<file path="src/clrc_pkg.sv">
`default_nettype none

package clrc_pkg;

  localparam int SCHED_DEPTH_DEF = 16;
  localparam int MS_PER_SECOND   = 1000;
  localparam int HUM_BAND_TENTHS = 30;
  localparam int DAYS_MAX        = 65535;

  localparam logic signed [11:0] DEF_MIN_TENTHS = 12'sd280;
  localparam logic signed [11:0] DEF_MAX_TENTHS = 12'sd320;

  localparam logic [2:0] MODE_AUTO  = 3'd0;
  localparam logic [2:0] MODE_OFF   = 3'd1;
  localparam logic [2:0] MODE_ON    = 3'd2;
  localparam logic [2:0] MODE_HALF  = 3'd3;
  localparam logic [2:0] MODE_SCHED = 3'd4;
  localparam logic [2:0] MODE_COUNT = 3'd5;

  localparam logic [2:0] REG_MODE       = 3'd0;
  localparam logic [2:0] REG_AUTO_MIN   = 3'd1;
  localparam logic [2:0] REG_AUTO_MAX   = 3'd2;
  localparam logic [2:0] REG_DELAY      = 3'd3;
  localparam logic [2:0] REG_HUM_LIMIT  = 3'd4;
  localparam logic [2:0] REG_GAS_LIMIT  = 3'd5;
  localparam logic [2:0] REG_START_DAY  = 3'd6;
  localparam logic [2:0] REG_SCHED_CNT  = 3'd7;

  typedef enum logic [1:0] {
    ZONE_COLD   = 2'd0,
    ZONE_INSIDE = 2'd1,
    ZONE_HOT    = 2'd2,
    ZONE_NONE   = 2'd3
  } zone_t;

  typedef struct packed {
    logic [15:0]        offset;
    logic signed [11:0] min_t;
    logic signed [11:0] max_t;
  } entry_t;

  localparam int ENTRY_W = $bits(entry_t);

  typedef struct packed {
    logic signed [11:0] lo;
    logic signed [11:0] hi;
  } thr_t;

  function automatic logic [2:0] mode_norm(input logic [2:0] m);
    mode_norm = (m >= MODE_COUNT) ? (m - MODE_COUNT) : m;
  endfunction

  function automatic zone_t classify(input logic signed [11:0] t,
                                     input logic signed [11:0] lo,
                                     input logic signed [11:0] hi);
    if (t <= lo) begin
      classify = ZONE_COLD;
    end else if (t < hi) begin
      classify = ZONE_INSIDE;
    end else begin
      classify = ZONE_HOT;
    end
  endfunction

  // Returns {heater one level, heater two level}; a low level turns a heater on.
  function automatic logic [1:0] heater_levels(input zone_t z);
    case (z)
      ZONE_COLD:   heater_levels = 2'b00;
      ZONE_INSIDE: heater_levels = 2'b10;
      default:     heater_levels = 2'b11;
    endcase
  endfunction

endpackage

`default_nettype wire

</file>
<file path="src/clrc_ram.sv">
`default_nettype none

module clrc_ram #(
  parameter int WIDTH = 8,
  parameter int DEPTH = 16,
  localparam int AW = (DEPTH > 1) ? $clog2(DEPTH) : 1
) (
  input  wire logic             clk,
  input  wire logic             we,
  input  wire logic [AW-1:0]    waddr,
  input  wire logic [WIDTH-1:0] wdata,
  input  wire logic [AW-1:0]    raddr,
  output logic      [WIDTH-1:0] rdata
);

  logic [WIDTH-1:0] mem [DEPTH];
  logic [WIDTH-1:0] rdata_r;

  always_ff @(posedge clk) begin
    if (we) begin
      mem[waddr] <= wdata;
    end
    rdata_r <= mem[raddr];
  end

  assign rdata = rdata_r;

endmodule

`default_nettype wire

</file>
<file path="src/clrc_walk.sv">
`default_nettype none

module clrc_walk import clrc_pkg::*; #(
  parameter int DEPTH = SCHED_DEPTH_DEF,
  localparam int AW = (DEPTH > 1) ? $clog2(DEPTH) : 1,
  localparam int CW = $clog2(DEPTH + 1)
) (
  input  wire logic          clk,
  input  wire logic          rst_n,
  input  wire logic          start,
  input  wire logic [15:0]   days,
  input  wire logic [CW-1:0] count,
  output logic      [AW-1:0] raddr,
  input  wire entry_t        rdata,
  output logic               done,
  output thr_t               thr
);

  logic          busy_r;
  logic          pend_r;
  logic          done_r;
  logic [CW-1:0] idx_r;
  logic [CW-1:0] cnt_r;
  logic [15:0]   days_r;
  thr_t          thr_r;
  logic          stop;
  logic          more;

  // One entry is issued and the previous one checked in every cycle.
  assign stop  = pend_r && (rdata.offset > days_r);
  assign more  = idx_r < cnt_r;
  assign raddr = idx_r[AW-1:0];

  always_ff @(posedge clk) begin
    if (!rst_n) begin
      busy_r <= 1'b0;
      pend_r <= 1'b0;
      done_r <= 1'b0;
    end else begin
      done_r <= 1'b0;
      if (start) begin
        busy_r <= 1'b1;
        pend_r <= 1'b0;
      end else if (busy_r) begin
        if (stop || !more) begin
          busy_r <= 1'b0;
          pend_r <= 1'b0;
          done_r <= 1'b1;
        end else begin
          pend_r <= 1'b1;
        end
      end
    end
  end

  always_ff @(posedge clk) begin
    if (start) begin
      idx_r  <= '0;
      cnt_r  <= count;
      days_r <= days;
      thr_r  <= '{lo: DEF_MIN_TENTHS, hi: DEF_MAX_TENTHS};
    end else if (busy_r && !stop) begin
      if (pend_r) begin
        thr_r <= '{lo: rdata.min_t, hi: rdata.max_t};
      end
      if (more) begin
        idx_r <= idx_r + 1'b1;
      end
    end
  end

  assign done = done_r;
  assign thr  = thr_r;

endmodule

`default_nettype wire

</file>
<file path="src/climate_relay_controller_core.sv">
`default_nettype none

// Relay controller for a climate chamber. Each word on the input channel is
// either a control tick (op 0) carrying temperature, humidity, gas and time,
// or a schedule slot write (op 1). Every input word yields exactly one word
// on the output channel with the four relay pin levels (low means on) and
// the zone classified on that tick (none in forced modes and slot writes).
// A word is taken when the block is idle, so a new word is not taken before
// the previous one has left its done state. A tick in auto or a forced mode
// passes the classify, apply and done states before out_valid rises; a schedule
// tick first walks the schedule memory, one entry at a time through its single
// read port, so that walk grows with the number of entries walked. A slot write
// passes the write and done states.
// The output word sits in a register, so a new input word can be accepted
// while the previous result waits; a stalled receiver holds the finished
// result and, after that, holds the block before it loads the next one.
// Reset restores the register defaults, the pin state and the zone
// trackers. Schedule slots are not cleared and must be written before use.
// Configuration writes take effect at once and belong to idle periods.
module climate_relay_controller_core import clrc_pkg::*; #(
  parameter int SCHEDULE_DEPTH = SCHED_DEPTH_DEF
) (
  input  wire logic               clk,
  input  wire logic               rst_n,
  input  wire logic               cfg_we,
  input  wire logic [2:0]         cfg_index,
  input  wire logic [16:0]        cfg_data,
  input  wire logic               in_valid,
  output logic                    in_ready,
  input  wire logic               in_op,
  input  wire logic signed [11:0] in_temperature_tenths,
  input  wire logic [9:0]         in_humidity_tenths,
  input  wire logic [11:0]        in_gas_reading,
  input  wire logic [31:0]        in_time_ms,
  input  wire logic [16:0]        in_day_number,
  input  wire logic [3:0]         in_entry_index,
  input  wire logic [15:0]        in_entry_day_offset,
  input  wire logic signed [11:0] in_entry_min_tenths,
  input  wire logic signed [11:0] in_entry_max_tenths,
  output logic                    out_valid,
  input  wire logic               out_ready,
  output logic                    out_heater_one_level,
  output logic                    out_heater_two_level,
  output logic                    out_vent_level,
  output logic                    out_mist_level,
  output logic [1:0]              out_zone_seen
);

  localparam int AW = (SCHEDULE_DEPTH > 1) ? $clog2(SCHEDULE_DEPTH) : 1;
  localparam int CW = $clog2(SCHEDULE_DEPTH + 1);

  typedef enum logic [5:0] {
    S_IDLE  = 6'b000001,
    S_WALK  = 6'b000010,
    S_CLASS = 6'b000100,
    S_APPLY = 6'b001000,
    S_WRITE = 6'b010000,
    S_DONE  = 6'b100000
  } state_t;

  state_t state_r, state_nxt;

  logic [2:0]         mode_r;
  logic signed [11:0] auto_min_r;
  logic signed [11:0] auto_max_r;
  logic [11:0]        delay_r;
  logic [9:0]         hum_lim_r;
  logic [11:0]        gas_lim_r;
  logic [16:0]        start_day_r;
  logic [4:0]         sched_cnt_r;

  logic               h1_r, h2_r, vent_r, mist_r;
  zone_t              a_pend_r, s_pend_r, s_applied_r;
  logic [31:0]        a_since_r, s_since_r;

  logic signed [11:0] temp_r;
  logic [9:0]         hum_r;
  logic [11:0]        gas_r;
  logic [31:0]        time_r;
  logic [3:0]         eidx_r;
  entry_t             ent_r;
  zone_t              zone_r;
  zone_t              seen_r;
  logic [31:0]        elapsed_r;

  logic               out_valid_r;
  logic               o_h1_r, o_h2_r, o_vent_r, o_mist_r;
  zone_t              o_zone_r;

  logic [2:0]         mode_n;
  logic               accept;
  logic               walk_start;
  logic [15:0]        days_c;
  logic signed [17:0] days_diff;
  logic [CW-1:0]      count_c;
  logic [AW-1:0]      raddr;
  entry_t             rdata;
  logic               walk_done;
  thr_t               walk_thr;
  thr_t               thr_c;
  zone_t              zone_c;
  zone_t              pend_c;
  logic [31:0]        since_c;
  logic [31:0]        elapsed_c;
  logic [31:0]        delay_ms;
  logic               held;
  logic               ram_we;
  logic [1:0]         lv;
  logic [10:0]        h_ext, lim_ext;
  logic               vent_h, mist_h, vent_c, mist_c;
  logic               out_free;

  assign mode_n     = mode_norm(mode_r);
  assign in_ready   = (state_r == S_IDLE);
  assign accept     = in_valid && in_ready;
  assign walk_start = accept && !in_op && (mode_n == MODE_SCHED);
  assign out_free   = !out_valid_r || out_ready;

  // Days since the schedule began (16-bit clamp); slot count capped at depth.
  always_comb begin
    days_diff = $signed({1'b0, in_day_number}) - $signed({1'b0, start_day_r});
    if (start_day_r == '0 || days_diff < 0) begin
      days_c = '0;
    end else if (days_diff > DAYS_MAX) begin
      days_c = 16'(DAYS_MAX);
    end else begin
      days_c = days_diff[15:0];
    end
    if (32'(sched_cnt_r) > SCHEDULE_DEPTH) begin
      count_c = CW'(SCHEDULE_DEPTH);
    end else begin
      count_c = CW'(sched_cnt_r);
    end
  end

  assign ram_we = (state_r == S_WRITE) && (32'(eidx_r) < SCHEDULE_DEPTH);

  clrc_ram #(
    .WIDTH (ENTRY_W),
    .DEPTH (SCHEDULE_DEPTH)
  ) u_store (
    .clk   (clk),
    .we    (ram_we),
    .waddr (AW'(eidx_r)),
    .wdata (ent_r),
    .raddr (raddr),
    .rdata (rdata)
  );

  clrc_walk #(
    .DEPTH (SCHEDULE_DEPTH)
  ) u_walk (
    .clk   (clk),
    .rst_n (rst_n),
    .start (walk_start),
    .days  (days_c),
    .count (count_c),
    .raddr (raddr),
    .rdata (rdata),
    .done  (walk_done),
    .thr   (walk_thr)
  );

  always_comb begin
    if (mode_n == MODE_SCHED) begin
      thr_c   = walk_thr;
      pend_c  = s_pend_r;
      since_c = s_since_r;
    end else begin
      thr_c   = '{lo: auto_min_r, hi: auto_max_r};
      pend_c  = a_pend_r;
      since_c = a_since_r;
    end
    zone_c    = classify(temp_r, thr_c.lo, thr_c.hi);
    elapsed_c = (zone_c != pend_c) ? '0 : (time_r - since_c);
    delay_ms  = 32'(delay_r) * 32'(MS_PER_SECOND);
    held      = elapsed_r >= delay_ms;
    lv        = heater_levels(zone_r);
    h_ext     = {1'b0, hum_r};
    lim_ext   = {1'b0, hum_lim_r};
    vent_h    = h_ext > (lim_ext + 11'(HUM_BAND_TENTHS));
    mist_h    = (h_ext + 11'(HUM_BAND_TENTHS)) < lim_ext;
    vent_c    = vent_h || (gas_r > gas_lim_r);
    mist_c    = !vent_h && mist_h;
  end

  always_comb begin
    state_nxt = state_r;
    case (state_r)
      S_IDLE: begin
        if (accept) begin
          if (in_op) begin
            state_nxt = S_WRITE;
          end else if (mode_n == MODE_SCHED) begin
            state_nxt = S_WALK;
          end else begin
            state_nxt = S_CLASS;
          end
        end
      end
      S_WALK: begin
        if (walk_done) begin
          state_nxt = S_CLASS;
        end
      end
      S_CLASS: state_nxt = S_APPLY;
      S_APPLY: state_nxt = S_DONE;
      S_WRITE: state_nxt = S_DONE;
      S_DONE: begin
        if (out_free) begin
          state_nxt = S_IDLE;
        end
      end
      default: state_nxt = S_IDLE;
    endcase
  end

  always_ff @(posedge clk) begin
    if (!rst_n) begin
      state_r     <= S_IDLE;
      mode_r      <= MODE_AUTO;
      auto_min_r  <= DEF_MIN_TENTHS;
      auto_max_r  <= DEF_MAX_TENTHS;
      delay_r     <= 12'd10;
      hum_lim_r   <= 10'd700;
      gas_lim_r   <= 12'd2000;
      start_day_r <= '0;
      sched_cnt_r <= '0;
      h1_r        <= 1'b0;
      h2_r        <= 1'b0;
      vent_r      <= 1'b0;
      mist_r      <= 1'b0;
      a_pend_r    <= ZONE_NONE;
      s_pend_r    <= ZONE_NONE;
      s_applied_r <= ZONE_NONE;
      a_since_r   <= '0;
      s_since_r   <= '0;
      out_valid_r <= 1'b0;
    end else begin
      state_r <= state_nxt;
      if (cfg_we) begin
        case (cfg_index)
          REG_MODE:      mode_r      <= cfg_data[2:0];
          REG_AUTO_MIN:  auto_min_r  <= $signed(cfg_data[11:0]);
          REG_AUTO_MAX:  auto_max_r  <= $signed(cfg_data[11:0]);
          REG_DELAY:     delay_r     <= cfg_data[11:0];
          REG_HUM_LIMIT: hum_lim_r   <= cfg_data[9:0];
          REG_GAS_LIMIT: gas_lim_r   <= cfg_data[11:0];
          REG_START_DAY: start_day_r <= cfg_data;
          REG_SCHED_CNT: sched_cnt_r <= cfg_data[4:0];
          default: ;
        endcase
      end
      if (state_r == S_CLASS) begin
        if (mode_n == MODE_AUTO && zone_c != a_pend_r) begin
          a_pend_r  <= zone_c;
          a_since_r <= time_r;
        end
        if (mode_n == MODE_SCHED && zone_c != s_pend_r) begin
          s_pend_r  <= zone_c;
          s_since_r <= time_r;
        end
      end
      if (state_r == S_APPLY) begin
        case (mode_n)
          MODE_AUTO: begin
            if (held) begin
              {h1_r, h2_r} <= lv;
            end
          end
          MODE_OFF:  {h1_r, h2_r} <= 2'b11;
          MODE_ON:   {h1_r, h2_r} <= 2'b00;
          MODE_HALF: {h1_r, h2_r} <= 2'b01;
          MODE_SCHED: begin
            if (held && s_applied_r != zone_r) begin
              s_applied_r  <= zone_r;
              {h1_r, h2_r} <= lv;
            end
          end
          default: ;
        endcase
        vent_r <= !vent_c;
        mist_r <= !mist_c;
      end
      if (state_r == S_DONE && out_free) begin
        out_valid_r <= 1'b1;
      end else if (out_ready) begin
        out_valid_r <= 1'b0;
      end
    end
  end

  always_ff @(posedge clk) begin
    if (accept) begin
      temp_r <= in_temperature_tenths;
      hum_r  <= in_humidity_tenths;
      gas_r  <= in_gas_reading;
      time_r <= in_time_ms;
      eidx_r <= in_entry_index;
      ent_r  <= '{offset: in_entry_day_offset, min_t: in_entry_min_tenths,
                  max_t: in_entry_max_tenths};
    end
    if (state_r == S_CLASS) begin
      zone_r    <= zone_c;
      elapsed_r <= elapsed_c;
      if (mode_n == MODE_AUTO || mode_n == MODE_SCHED) begin
        seen_r <= zone_c;
      end else begin
        seen_r <= ZONE_NONE;
      end
    end
    if (state_r == S_WRITE) begin
      seen_r <= ZONE_NONE;
    end
    if (state_r == S_DONE && out_free) begin
      o_h1_r   <= h1_r;
      o_h2_r   <= h2_r;
      o_vent_r <= vent_r;
      o_mist_r <= mist_r;
      o_zone_r <= seen_r;
    end
  end

  assign out_valid            = out_valid_r;
  assign out_heater_one_level = o_h1_r;
  assign out_heater_two_level = o_h2_r;
  assign out_vent_level       = o_vent_r;
  assign out_mist_level       = o_mist_r;
  assign out_zone_seen        = o_zone_r;

  a_walk_in_walk: assert property (@(posedge clk) disable iff (!rst_n)
    walk_done |-> state_r == S_WALK)
    else $error("schedule walk finished outside the walk state");

  a_tick_to_class: assert property (@(posedge clk) disable iff (!rst_n)
    (accept && !in_op && mode_n != MODE_SCHED) |=> state_r == S_CLASS)
    else $error("non-schedule tick did not go straight to classification");

  a_write_no_walk: assert property (@(posedge clk) disable iff (!rst_n)
    (accept && in_op) |=> state_r == S_WRITE && !walk_done)
    else $error("slot write did not go to the write state");

  a_out_from_done: assert property (@(posedge clk) disable iff (!rst_n)
    $rose(out_valid_r) |-> $past(state_r == S_DONE))
    else $error("result word raised outside the done state");

endmodule

`default_nettype wire

</file>
<file path="config.mk">
export PLATFORM = sky130hd
export DESIGN_NAME = climate_relay_controller_core
export DESIGN_NICKNAME = d
export VERILOG_FILES = /design/src/clrc_pkg.sv /design/src/clrc_ram.sv /design/src/clrc_walk.sv /design/src/climate_relay_controller_core.sv
export SDC_FILE = /design/constraint.sdc
export NUM_CORES = 2
export LEC_CHECK = 0
export BUFFER_PORTS_ARGS = -buffer_cell sky130_fd_sc_hd__buf_2
export CAP_MARGIN = 20
export CELL_PAD_IN_SITES_DETAIL_PLACEMENT = 0
export CELL_PAD_IN_SITES_GLOBAL_PLACEMENT = 2
export CORE_MARGIN = 1.5
export CORE_UTILIZATION = 45
export DETAILED_ROUTE_END_ITERATION = 6
export GPL_ROUTABILITY_DRIVEN = 0
export HOLD_SLACK_MARGIN = 0.05
export PLACE_DENSITY_LB_ADDON = 0.1
export SYNTH_ARGS = -nofsm -noshare
export SYNTH_HDL_FRONTEND = slang
export SYNTH_SLANG_ARGS = --single-unit
</file>
<file path="constraint.sdc">
create_clock -name clk -period 8.9 [get_ports clk]
set_input_delay 0 -clock clk [delete_from_list [all_inputs] [get_ports clk]]
set_output_delay 0 -clock clk [all_outputs]
set_load 0.05 [all_outputs]
</file>
==> summary.txt <==
Max-Cap Viols -> 0
Final setup viols -> 0
Die area -> 103400 µm²
Mux contribution to synthesized area -> 0.1346
Max-slew violation count -> 0
Share of layout cells above drive strength 1 -> 0.1700
Sw frac -> 0.2551
Post-synth EDFFs -> 811
Post-CTS Setup Bufs -> 0
Post-synthesis register bit count -> 1049
Tot Pwr -> 0.01245 W
Syn avg cell area -> 15.02 µm²
All-Layer GR Usage -> 0.2124
Most frequent cells after synthesis -> edfxtp_1, nand2_1, dfxtp_1, mux4_2, ha_1
Leakage -> 19.66 nW
Post-synthesis simple-gate area fraction -> 0.06916
RSZ-0062 raised after global routing -> false
Initial Util -> 0.4551
Max Used Layer -> met4
Cell Area, Synth -> 45650 µm²
Vias in the first global route -> 27890
Kind of critical path -> reg2reg
CTS Buffer Depth -> 3
Clock slew at reported path FFs -> 0.06 ns
DR WL/cell -> 21.88 µm
Clock Power Share -> 0.368
Largest net degree at the start of global routing -> 93
Routed met3 length -> 4.532 mm
Die X -> 321.5 µm
Syn Inst Count -> 3040
Comb pwr share -> 0.155
WP data arrival -> 7.03 ns
Post-synthesis compound-gate area fraction -> 0.05312
VDD IR max -> 0.1665 mV
Drt total wl -> 108.2 mm
Total gr overflow -> 0
Register area share after synthesis -> 0.6379
Yosys top cell area share -> 0.5335
Least-Margin Pin Slew -> 1.119 ns
Flop pwr share -> 0.477
Synth Area in Adders -> 0.06962
Max transition margin -> 0.2540
F_max -> 154.7 MHz
Worst min path class -> in2reg
Resize count post-CTS -> 0
Rows -> 116
Sink Count -> 1049
Main synth FF type -> edfxtp_1
DRT Pass-1 Iters -> 5
Vias -> 26650
CTS Buf Count -> 108
NetSw -> 0.003177 W
Crit. End Element -> register
Synth area leaders -> edfxtp_1, dfxtp_1, mux4_2
Residual DRC -> 0
IO buf count -> 160
DRC marker count from the first detailed-route iteration -> 1925
Ports -> 161
Hold Crit Start -> in_entry_day_offset[13]
Critical path launch point type -> register
Ant. Diodes -> 0
Vias/cell -> 5.387
Status -> completed
Synth async-reset ratio -> 0
Worst Setup SP -> delay_r[0]$_SDFFE_PN0P_
Final worst path period share -> 0.7264
Critical Path RT -> 9.47 ns
Antenna viol nets, final -> 0
Pint -> 0.009277 W
Antenna violations before repair -> 5
Setup Skew -> 0.05230 ns
Root buffer cell -> clkbuf_16
Setup TNS -> 0 ns
Minimum clock period -> 6.465 ns
Post-Synth XOR/XNOR Area -> 0.01091
Cts hold-fix bufs -> 269
R2R cell count -> 22
Cell with the most instances after synthesis -> edfxtp_1
CORE AREA -> 100300 µm²
Final nets -> 3879
CTS tree -> done
Yosys cell types -> 76
Worst setup endpoint -> s_applied_r[0]$_SDFFE_PN1P_
Layout Utilization -> 0.5430
Pwr dens -> 228.7 nW/µm²
Syn nets -> 3423
R2r setup slk -> 2.44 ns
First-pass GRT wire length -> 165.4 mm
Crit path max fanout -> 6
Final hold viol count -> 0
Reg2reg start -> delay_r[0]$_SDFFE_PN0P_
Die Ht -> 321.5 µm
Post-DP HPWL -> 65.98 mm
Met2 WL -> 55.02 mm
Area grow syn2layout -> 19.31%
Cell type with the largest total area after synthesis -> edfxtp_1
CTS H-tree depth -> 3
Clk Latency, worst-skew pair -> 0.71 ns
Yosys warnings -> 0
DRT met1 WL -> 46.07 mm
Reg2Reg Capture Point -> s_applied_r[0]$_SDFFE_PN1P_
Largest family of logic cells by synthesized area -> multiplexers
[worst max-delay path: stages (launching register included)]
cell and delay [ns]:
dfxtp_1 0.46, fa_1 0.51, fa_1 0.52, inv_1 0.05, fa_1 0.48, fa_1 0.51, inv_1 0.04, ha_1 0.32
o21a_1 0.13, a211oi_1 0.37, o31ai_1 0.20, nor4_1 0.23, nor3_1 0.13, a211oi_1 0.35, a21oi_1 0.14, xnor2_1 0.16
ha_1 0.30, nand3_1 0.10, or4_1 0.56, a31oi_1 0.32, o21ai_0 0.23, mux2i_1 0.20, nand2_1 0.06
[worst min-delay path by stage]
stage | end | slack [ns] | cells after the start
after floorplan | eidx_r[0]$_DFFE_PP_ | 0.1 | 0
after global placement | time_r[20]$_DFFE_PP_ | 0.18 | 1
after detailed placement | hum_r[3]$_DFFE_PP_ | 0.18 | 1
after CTS | ent_r[37]$_DFFE_PP_ | 0.05 | 2
after global routing | ent_r[37]$_DFFE_PP_ | 0.06 | 2
final | ent_r[37]$_DFFE_PP_ | 0.11 | 2
[logic make-up after synthesis]
| family | Yosys count |
|---|---|
| mux | 363 |
| fa+ha+maj | 230 |
| flops | 1049 |
| simple gates | 695 |
| xor+xnor | 56 |
| buf+inv | 284 |
| compound gates | 363 |
[area by class of cell]
type / count / area [µm²]
fillers: 8155 / 45830
inverters: 165 / 624.3
clock inverters: 49 / 625.6
clock buffers: 154 / 3047
multi-input cells: 1707 / 15550
repair buffers: 465 / 3782
flip-flops and latches: 1049 / 29130
well taps: 1357 / 1698
[placed cells by master (no fill, tap or decap), types with 19 or more instances in the layout]
master	count
edfxtp_1	811
nand2_1	341
dlygate4sd3_1	269
dfxtp_1	234
mux4_2	200
ha_1	190
inv_1	162
mux2i_1	160
buf_2	159
a21oi_1	127
nor2_1	113
clkbuf_16	109
o21ai_0	44
fa_1	40
o21a_1	37
nor3_1	36
nand3_1	35
buf_4	35
xnor2_1	33
a21o_1	30
clkbuf_1	30
nor2b_1	27
xor2_1	22
o211ai_1	21
clkinv_2	21
nand2b_1	19
nand4_1	19
[routing by layer]
metal	global-route usage	vias up
met3	0.03024	164
met4	0.05545	0
li1	-	12430
met1	0.2772	13480
met5	0	-
met2	0.3717	569
[flip-flops by register name (all words and copies together), names as in the netlist, 24 cells and up]
signal / count
a_since_r: 32
elapsed_r: 32
ent_r: 40
s_since_r: 32
time_r: 32
u_store.mem: 640
u_store.rdata: 40
u_walk.thr: 24
[power groups by stage]
| stage | Sequential (W) | Combinational, W | Clock (W) |
|---|---|---|---|
| after floorplan | 0.00583 | 0.00146 | 0 |
| after global placement | 0.00603 | 0.00185 | 0 |
| after detailed placement | 0.00605 | 0.00187 | 0 |
| after CTS | 0.00595 | 0.00197 | 0.00470 |
| after global routing | 0.00598 | 0.00213 | 0.00487 |
| final | 0.00594 | 0.00193 | 0.00459 |
[stage by stage]
| step | instance area (µm²) | std cells | worst slack [ns] | hold WS [ns] |
|---|---|---|---|---|
| floorplan | 45650 | 3040 | 3.171 | 0.09887 |
| global placement | 48080 | 4472 | 2.588 | 0.1764 |
| detailed placement | 48100 | 4474 | 2.424 | 0.1781 |
| CTS | 54460 | 4946 | 2.445 | 0.05435 |
| global route | 54460 | 4946 | 1.989 | 0.06314 |
| finish | 54460 | 4946 | 2.435 | 0.1054 |
Power figures use the tool's default switching activity.
